==> src/rtl/tip_pkg.sv <==
// Shared constants, types and helpers of the table interpolation lookup block.
package tip_pkg;

    localparam int MAX_ENTRIES = 1024;
    localparam int VALUE_WIDTH = 32;
    localparam int FRAC_W      = 16;
    localparam int ADDR_W      = $clog2(MAX_ENTRIES);
    localparam int CNT_W       = $clog2(MAX_ENTRIES + 1);
    localparam int ROW_W       = 3 * VALUE_WIDTH;
    localparam int DIV_CNT_W   = $clog2(FRAC_W + 1);

    typedef logic [ADDR_W-1:0]                  addr_t;
    typedef logic [CNT_W-1:0]                   count_t;
    typedef logic signed [VALUE_WIDTH-1:0]      value_t;
    typedef logic signed [VALUE_WIDTH:0]        wide_t;
    typedef logic [FRAC_W:0]                    frac_t;
    typedef logic [FRAC_W-1:0]                  quot_t;
    typedef logic [DIV_CNT_W-1:0]               div_cnt_t;

    localparam count_t CNT_MIN = CNT_W'(2);
    localparam count_t CNT_MAX = CNT_W'(MAX_ENTRIES);
    // -1.0 in Q16.16
    localparam value_t KEY_LOW_LIMIT = VALUE_WIDTH'(-(64'sd1 <<< FRAC_W));
    localparam frac_t  FRAC_ONE      = {1'b1, {FRAC_W{1'b0}}};
    localparam div_cnt_t DIV_STEPS   = DIV_CNT_W'(FRAC_W);

    typedef enum logic {
        MODE_WRITE = 1'b0,
        MODE_QUERY = 1'b1
    } mode_t;

    typedef enum logic [1:0] {
        STATUS_INTERP = 2'd0,
        STATUS_BELOW  = 2'd1,
        STATUS_ABOVE  = 2'd2
    } status_t;

    typedef enum logic [3:0] {
        S_IDLE,
        S_LAST_RD,
        S_LAST_CHK,
        S_MID,
        S_CMP,
        S_LO_RD,
        S_HI_RD,
        S_DIFF,
        S_FRAC,
        S_DIV,
        S_MUL_R,
        S_MUL_F,
        S_ADD_F,
        S_DONE
    } state_t;

    typedef struct packed {
        value_t key;
        value_t radius;
        value_t force_val;
    } row_t;

    function automatic count_t clamp_count(count_t v);
        count_t r;
        r = v;
        if (v < CNT_MIN)
            r = CNT_MIN;
        else if (v > CNT_MAX)
            r = CNT_MAX;
        return r;
    endfunction

endpackage

==> src/rtl/tip_div.sv <==
// Restoring divider: one quotient bit per cycle of the Q0.16 fraction r/d, with r < d.
module tip_div (
    input  logic                                clk,
    input  logic                                rst_n,
    input  logic                                start,
    input  logic [tip_pkg::VALUE_WIDTH-1:0]     dividend,
    input  logic [tip_pkg::VALUE_WIDTH-1:0]     divisor,
    output logic                                busy,
    output logic                                done,
    output tip_pkg::quot_t                      quotient
);
    import tip_pkg::*;

    logic                   busy_reg, busy_next;
    logic                   done_reg, done_next;
    div_cnt_t               cnt_reg, cnt_next;
    logic [VALUE_WIDTH:0]   rem_reg, rem_next;
    logic [VALUE_WIDTH-1:0] dsr_reg;
    quot_t                  quo_reg, quo_next;

    logic [VALUE_WIDTH:0]   rem_sh;
    logic [VALUE_WIDTH:0]   dsr_ext;
    logic                   take;

    assign rem_sh  = {rem_reg[VALUE_WIDTH-1:0], 1'b0};
    assign dsr_ext = {1'b0, dsr_reg};
    assign take    = (rem_sh >= dsr_ext);

    always_comb
    begin
        busy_next = busy_reg;
        done_next = 1'b0;
        cnt_next  = cnt_reg;
        rem_next  = rem_reg;
        quo_next  = quo_reg;
        if (start)
        begin
            busy_next = 1'b1;
            cnt_next  = DIV_STEPS;
            rem_next  = {1'b0, dividend};
            quo_next  = '0;
        end
        else if (busy_reg)
        begin
            rem_next = take ? (rem_sh - dsr_ext) : rem_sh;
            quo_next = {quo_reg[FRAC_W-2:0], take};
            cnt_next = cnt_reg - DIV_CNT_W'(1);
            if (cnt_reg == DIV_CNT_W'(1))
            begin
                busy_next = 1'b0;
                done_next = 1'b1;
            end
        end
    end

    always_ff @(posedge clk or negedge rst_n)
    begin
        if (!rst_n)
        begin
            busy_reg <= 1'b0;
            done_reg <= 1'b0;
            cnt_reg  <= '0;
        end
        else
        begin
            busy_reg <= busy_next;
            done_reg <= done_next;
            cnt_reg  <= cnt_next;
        end
    end

    always_ff @(posedge clk)
    begin
        rem_reg <= rem_next;
        quo_reg <= quo_next;
        if (start)
            dsr_reg <= divisor;
    end

    assign busy     = busy_reg;
    assign done     = done_reg;
    assign quotient = quo_reg;

`ifndef ASSERT_OFF
    // while busy, the partial remainder stays below the divisor
    assert property (@(posedge clk) disable iff (!rst_n)
        busy_reg |-> (rem_reg < dsr_ext))
        else $error("divider remainder not below divisor");

    assert property (@(posedge clk) disable iff (!rst_n)
        (busy_reg && !start && cnt_reg == DIV_CNT_W'(1)) |=> (done_reg && !busy_reg))
        else $error("divider did not finish after last step");

    assert property (@(posedge clk) disable iff (!rst_n)
        start |=> busy_reg)
        else $error("divider not busy after start");
`endif

endmodule

==> config.mk <==
export PLATFORM = sky130hd
export DESIGN_NAME = tip_div
export DESIGN_NICKNAME = d
export VERILOG_FILES = /design/src/rtl/tip_pkg.sv /design/src/rtl/tip_div.sv
export SDC_FILE = /design/constraint.sdc
export NUM_CORES = 1
export LEC_CHECK = 0
export ABC_AREA = 1
export BUFFER_PORTS_ARGS = -buffer_cell sky130_fd_sc_hd__buf_2
export CORE_ASPECT_RATIO = 1.2
export CORE_UTILIZATION = 45
export DETAILED_ROUTE_END_ITERATION = 8
export GPL_TIMING_DRIVEN = 0
export PLACE_DENSITY = 0.63
export SLEW_MARGIN = 20
export SYNTH_ARGS = -nofsm -noshare
export SYNTH_HDL_FRONTEND = slang
export SYNTH_SLANG_ARGS = --single-unit
==> constraint.sdc <==
create_clock -name clk -period 3.9 [get_ports clk]
set_input_delay 0.78 -clock clk [delete_from_list [all_inputs] [get_ports clk]]
set_output_delay 0.78 -clock clk [all_outputs]
set_load 0.05 [all_outputs]
==> After elaboration in Yosys (flattened, before gate mapping) <==
Cells that the tools add are included.
{ "totals": {"regBits": 87, "in_bits": 67, "output_inout_bits": 18, "elab_cells": 22} }
{ "classes": {"add_sub_neg": 2, "order_cmp": 1, "n_eq_ne": 1, "n_mux": 11, "n_reduce_logical": 1} }
{ "ops": {"columns": ["operator", "n"], "rows": [
  ["$mux W32", 3],
  ["$ge A33 B32 Y1", 1],
  ["$sub A32 B32 Y32", 1],
  ["$mux W5", 2],
  ["$mux W1", 6],
  ["$eq A5 B1 Y1 const B", 1],
  ["$sub A5 B1 Y5 const B", 1],
  ["$reduce_bool A2 Y1", 1]
]} }

==> Logic depth before layout (Yosys ltp) <==
Gate-level depths: netlist of run 1.
{ "depth": {"word_depth": 4, "depth_mapped": 17, "ltp_nobuf": 16} }

==> Least setup slack after synthesis of run 1 <==
OpenSTA, ideal clock, no wires.
{ "synth_timing": {"path_type": "input port to flip-flop", "start": "input start", "end": "register rem_reg[0], enable pin", "setup_time_ns": 0.409, "t_arrival_ns": 2.366, "required_ns": 3.491, "path_slack_ns": 1.125, "cell_stages": 4, "path_buffers": 2, "cell_sequence": "clkbuf_1 -> nor2_1 -> clkinv_1 -> buf_1"} }
{ "synth_between": {"elab_chain_cells": 1} }
{ "synth_rtl": {"columns": ["element", "line", "text"], "rows": [
  ["from (decl)", "tip_div.sv:5", "input logic start,"],
  ["$reduce_bool A2 Y1 (no source line)", null, null],
  ["to (signal assigned)", "tip_div.sv:74", "rem_reg <= rem_next;"],
  ["to (decl)", "tip_div.sv:17", "logic [VALUE_WIDTH:0] rem_reg, rem_next;"]
]} }
Every way passes these cells.
A chain may end at the register's enable or synchronous reset.

==> Worst setup path after layout of run 1 <==
{ "layout_timing": {"start": "input start", "end": "register rem_reg[16], enable pin"} }
Same word-level chain as after synthesis.

==> impl_metrics.toml, run 1 <==
[synthesis]
yosysSeqAreaShare_pct = 38.5
synth_fp_nets = 1006
netlist_area_sq_um = 6280
syn_area_per_cell_sq_um = 6.95
synthCells = 904
synth_top_area_cell = "edfxtp_1"
ys_warn_count = 0
synth-seq-cells = 87
ys_top_cells_by_area = "edfxtp_1 (31%), nand2_1 (20%), inv_1 (11%)"
synthArstFlopShare_pct = 8.05
ys_types = 34
synth_enable_flop_cells = 64
synth_top_area_share_pct = 30.6
synth_ff_type = "edfxtp_1"

[setup_path]
worst-endpoint-required_ns = 3.96
reg2reg_depth = 13
end_kind = "flop"
setup.worst_path.class = "input port to flop"
crit_arrival_ns = 2.87
cp_max_fo = 33
cpMostUsedCell = "buf_2"
start_kind = "input port"
crit_path_top_delay_cell = "buf_2"
path_cells = "buf_2 > clkbuf_1 > nor2_1 > clkinv_1 > buf_2 > buf_12"
critPathMaxStageDelay_ns = 0.66

[sta]
worst_slew_pin_slew_ns = 0.871
hold_viol_final = 0
slew_headroom_pct = 41.9
fin_crit_ns = 2.80
fmax_mhz = 357
slew_violations = 0
rsz0062_at_grt = "false"
setup_violations = 0
period_share_pct = 71.9
tns_ns = 0
fin_worst_skew_ns = 0.00947

[global_routing]
track_usage_pct = 24.6
grt_overflow_total = 0
grt_pass1_wl_um = 26800
grt_antenna_before_repair = 0
grt_pass1_vias = 5563
grt_start_max_net_pins = 34

[power]
p_per_area_nw_per_um2 = 729
peakVddDrop_mv = 0.345
power.leakage_nw = 3.94

[clock_network]
cts_resized = 0
cts_tree = "built"
cts_buffers = 9
cts-root-buf = "clkbuf_16"
post_cts_buffers = 0
clock_path_buffers = 2
clk_pin_slew_ns = 0.07
hold_buffers = 0
clk_latency_ns = 0.36
clock-sinks = 87
htreeDepth = 3

[die]
coreArea_sq_um = 13400
die_w_um = 110
ios = 85
die_h_um = 131
rows = 46
die-area_sq_um = 14400
start_util_pct = 46.9

[final_layout]
multiInputGateArea_sq_um = 3050
drive_gt1_share_pct = 13.1
final_cell_area_sq_um = 7240
regArea_sq_um = 2420
fin_nets = 1102
area_growth_pct = 15.2
final_common_cell = "nand2_1"
antenna_cells = 0
fill_cells = 1393
layout_common_cells = "nand2_1 (338), inv_1 (177), buf_2 (89)"

[outcome]
status = "finished, final reports clean"

[routing]
ant_nets = 0
wirelength_um = 16400
avgRoutedWirePerCell_um = 14.0
route.detailed.drc = 0
first_iter_violations = 306
vias = 5671
drt_pre_antenna_iters = 5
drt-vias-per-instance = 4.83

[placement]
dpl.hpwl_um = 12900
gp_congestion = 0.934
port_buffers = 84
place_area_sq_um = 6940

[flow_run]
cap_viol_max_count = 0

[hold_path]
min_path_type = "input port to asynchronous set/reset pin"
## cell usage after synthesis, types with 2 or more instances
cell      number
nand3_1       72
nor2_1        49
o21a_1         2
dfrtp_1        7
nor2_4         2
o21bai_1       2
o22ai_1       15
edfxtp_1      64
clkbuf_1       6
and2_1         6
nand3b_1      25
inv_1        177
buf_1          3
clkinv_1       4
nand2_4        2
a21oi_1       19
buf_6          5
inv_2          7
nand4_1       10
ha_1          34
xnor2_1       13
nor2_2         3
buf_2          4
nand2_1      338
o21ai_0        6
dfxtp_1       16
nand2_2        6
## metal layers
layer | GRT usage (%) | vias to the layer above | wire length [um]
li1 | - | 3002 | -
met1 | 31.0 | 2536 | 7460
met2 | 41.0 | 112 | 7780
met3 | 4.56 | 21 | 734
met4 | 9.19 | 0 | 396
met5 | 0 | - | 0
## report_power, final
part	leakage, nW	internal, mW	total, mW	switching [mW]
clock network	0.149	0.482	0.876	0.394
logic	2.92	1.10	3.02	1.93
registers	0.871	1.27	1.38	0.114
total	3.94	2.85	5.28	2.43
## worst paths after layout
kind | start | end | slack (ns)
max | start | rem_reg[16]$_DFFE_PP_ | 1.10
min | rst_n | cnt_reg[0]$_DFFE_PN0P_ | 0.24
max reg2reg | rem_reg[17]$_DFFE_PP_ | rem_reg[17]$_DFFE_PP_ | 1.42
min reg2reg | quotient[15]$_SDFFE_PP0P_ | quotient[15]$_SDFFE_PP0P_ | 0.47
max in group asynchronous | rst_n | cnt_reg[2]$_DFFE_PN0P_ | 3.50
min in group clk | quotient[15]$_SDFFE_PP0P_ | quotient[15]$_SDFFE_PP0P_ | 0.47
## cells by family (layout without fill, tap and decap cells)
group | Yosys count | in the layout | synth area share, %
AOI/OAI and AO/OA | 45 | 45 | 4.04
DFF | 87 | 87 | 38.5
xor gates and xnor gates | 14 | 14 | 1.95
adders and majority gates | 35 | 35 | 7.09
buffers and inverters | 206 | 307 | 13.0
and+or+nand+nor | 517 | 517 | 35.5
## worst max-delay path: cells and delay by family
| family | cells | cell delay, ns |
|---|---|---|
| and+or+nand+nor | 1 | 0.15 |
| buffers and inverters | 5 | 1.91 |
## metrics by stage
stage                     utilization [%]  power, mW  worst slack [ns]  instances  hold WS [ns]
after floorplan                         -       3.66              1.13        904         0.435
after global routing                 54.0       5.78             0.894       1173         0.238
after detailed placement             51.7       4.39             0.635       1157         0.446
after global placement               51.6       4.37            -0.449       1156         0.448
final                                54.0       5.28              1.10       1173         0.241
after CTS                            54.0       5.30              1.02       1173         0.228
## layout make-up
| cell class | count | area share [%] |
|---|---|---|
| tap | 168 | 2.90 |
| inverter | 188 | 9.75 |
| buffer | 18 | 1.54 |
| clock inverter | 5 | 0.674 |
| clock buffer | 11 | 3.51 |
| multi-input combinational | 611 | 42.2 |
| sequential | 87 | 33.4 |
| timing repair buffer | 85 | 6.08 |
(Power assumes the default switching activity.)
==> inputs of run 2 (changes only) <==
Settings changed: ABC_AREA 1 to 0, PLACE_DENSITY 0.63 to 0.66.
Clock period 3.9 ns to 2.4 ns, I/O delays scaled along.
==> impl_metrics.toml, run 2 <==
[clock_network]
cts_buffers = 9
clock_path_buffers = 2
clock-sinks = 87
cts-root-buf = "clkbuf_16"
clk_latency_ns = 0.35
htreeDepth = 3
clk_pin_slew_ns = 0.07
cts_tree = "built"

[global_routing]
grt_antenna_before_repair = 0
grt_pass1_wl_um = 21800
track_usage_pct = 22.8
grt_overflow_total = 0
grt_start_max_net_pins = 34
grt_pass1_vias = 4657

[placement]
port_buffers = 84
dpl.hpwl_um = 9640
pre_cts_slack_ns = -0.909
gp_congestion = 0.896

[outcome]
violations = "setup timing"
status = "finished with violations"

[synthesis]
ys_warn_count = 0
netlist_area_sq_um = 5420
ys_types = 64
yosys.area_share.simple_pct = 16.2
synth_fp_nets = 661
synthMuxAreaShare_pct = 3.42
yosys-top-cells-count = "nand2_1 (66), edfxtp_1 (64), nor2_1 (48)"
synth_top_area_share_pct = 35.5
synth_top_area_cell = "edfxtp_1"
synth_top_family_by_area = "compound AO/OA/AOI/OAI gates"
syn_area_per_cell_sq_um = 9.70
synth_compound_area_share_pct = 17.7
synth_enable_flop_cells = 64
synth_ff_type = "edfxtp_1"
synth_xor_area_share_pct = 4.36
synth-seq-cells = 87
synthCells = 559
synthArstFlopShare_pct = 8.05
synthMostInstantiatedCell = "nand2_1"
synthAdderAreaFrac_pct = 8.22
yosysSeqAreaShare_pct = 44.6
ys_top_cells_by_area = "edfxtp_1 (35%), ha_1 (7.8%), dfxtp_1 (5.9%)"

[sta]
rsz0062_at_grt = "true"
setup_ws_ns = -0.703
whs_ns = 0.300
period_share_pct = 129
setup_violations = 33
hold_viol_final = 0
tns_ns = -20.67
fin_worst_skew_ns = 0.00776
fmax_mhz = 322
worst_slew_pin_slew_ns = 0.775
fin_crit_ns = 3.10
slew_violations = 0
slew_headroom_pct = 48.3

[hold_path]
whs_path_depth = 1
min_from = "divisor[31]"
min_path_type = "input port to flop"
hold_end = "dsr_reg[31]$_DFFE_PP_"

[final_layout]
fin_nets = 783
layout_common_cells = "buf_2 (84), edfxtp_1 (64), nand2_1 (52)"
final_util_pct = 61.2
fill_cells = 985
final_common_cell = "buf_2"
multiInputGateArea_sq_um = 3120
regArea_sq_um = 2420
drive_gt1_share_pct = 30.0
antenna_cells = 0
area_growth_pct = 31.2

[setup_path]
path_cells = "ha_4 > buf_6 > nor2_2 > or4_4 > a211o_1 > nor4b_4 > nor4_4 > buf_4 > nor2_4 > buf_12 > buf_8 > a31oi_1 > o21ai_1"
start_kind = "flop"
r2r_end = "rem_reg[31]$_DFFE_PP_"
critPathMaxStageDelay_ns = 0.51
setup.worst_path.class = "flop to flop"
r2r_setup_slack_ns = -0.70
end_kind = "flop"
reg2reg_depth = 13
cp_max_fo = 5
crit_arrival_ns = 3.20
worst-endpoint-required_ns = 2.50
rr_startpoint = "rem_reg[5]$_DFFE_PP_"
crit_path_top_delay_cell = "or4_4"

[routing]
drt-vias-per-instance = 5.63
vias = 4744
wirelength_um = 14300
avgRoutedWirePerCell_um = 17.0
first_iter_violations = 256
drt_pre_antenna_iters = 4
route.detailed.drc = 0
ant_nets = 0

[power]
power_mw = 9.49
peakVddDrop_mv = 0.540
power_frac_seq_pct = 25.4
power.leakage_nw = 3.17
power_frac_comb_pct = 59.6
switching_power_mw = 3.95
clkPwrFrac_pct = 15.0
swShare_pct = 41.6
p_int_mw = 5.55
p_per_area_nw_per_um2 = 1330

[die]
die_h_um = 122
coreArea_sq_um = 11600
die_w_um = 102
rows = 43
start_util_pct = 46.6
die-area_sq_um = 12500
ios = 85

[flow_run]
cap_viol_max_count = 0
-- run 2: changes by cell type in the layout (fill, tap and decap cells not counted), moves of 11 or more --
cell      change
nand2_1     -286
ha_1         -12
inv_1       -136
o22ai_1      -12
buf_4        +21
a31oi_1      +18
mux2i_1      +17
a21o_1       +17
nand3_1      -66
nor3_1       +11
nand3b_1     -25
xor2_1       +11
ha_4         +12
-- run 2: kinds of logic (layout without fill, tap and decap cells) --
logic type,count (synthesis),in the layout
XOR/XNOR,27,27
adder cells (fa/ha/maj),35,35
multiplexers,18,18
buffers and inverters,67,194
AO/OA/AOI/OAI,144,144
AND/OR/NAND/NOR,181,181
flip-flops,87,87
-- run 2: per-stage QoR --
step	std cells	area [sq um]
after floorplan	559	5530
after CTS	829	6720
final	843	7110
after global routing	843	7110
after detailed placement	800	6150
after global placement	800	6150
-- run 2: layer usage --
metal  share of wire, %  vias up  global-route usage, %  wire (um)
met1                 41     2292                   26.6       5860
met4                2.2        0                   10.3        315
met2                 52      151                   40.4       7420
met3                5.3       25                   3.99        758
li1                   -     2276                      -          -
met5                  0        -                      0          0
-- run 2: cell type report --
cell class	instances	area share, %
timing repair buffer	114	10.5
tap	157	2.76
buffer	23	2.53
clock buffer	11	3.57
sequential	87	34.0
clock inverter	5	0.651
multi-input combinational	405	43.8
inverter	41	2.16
-- run 2: worst max path at each step --
stage,to,from,slack [ns],cells past startpoint
6_report,rem_reg[31]$_DFFE_PP_,rem_reg[5]$_DFFE_PP_,-0.70,13
3_3_place_gp,rem_reg[15]$_DFFE_PP_,start,-0.85,4
4_1_cts,rem_reg[1]$_DFFE_PP_,rem_reg[10]$_DFFE_PP_,-0.73,11
5_1_grt,rem_reg[31]$_DFFE_PP_,rem_reg[3]$_DFFE_PP_,-0.81,10
3_5_place_dp,rem_reg[17]$_DFFE_PP_,start,-0.91,4
2_1_floorplan,rem_reg[1]$_DFFE_PP_,rem_reg[9]$_DFFE_PP_,-0.58,11
-- run 2: critical path, delay by kind of cell, from the launching register on --
family | cells | cell delay, ns
AO/OA/AOI/OAI | 3 | 0.56
adder cells (fa/ha/maj) | 1 | 0.29
buffers and inverters | 4 | 0.55
flip-flops | 1 | 0.43
AND/OR/NAND/NOR | 5 | 1.01
-- run 2: timing repair --
item	CTS	global route
hold buffers	1	0
setup endpoints to repair	69	33
setup buffers	11	14
gates cloned	1	4
gates resized for setup	32	48
hold endpoints to repair	7	0
pin swaps	18	36
-- run 2: power by group through the flow --
stage          registers (mW)  logic, mW  clock network (mW)
2_1_floorplan            2.37       3.35                   0
3_3_place_gp             2.36       4.23                   0
3_5_place_dp             2.37       4.28                   0
4_1_cts                  2.36       4.82                1.45
5_1_grt                  2.45       6.10                1.52
6_report                 2.41       5.65                1.43
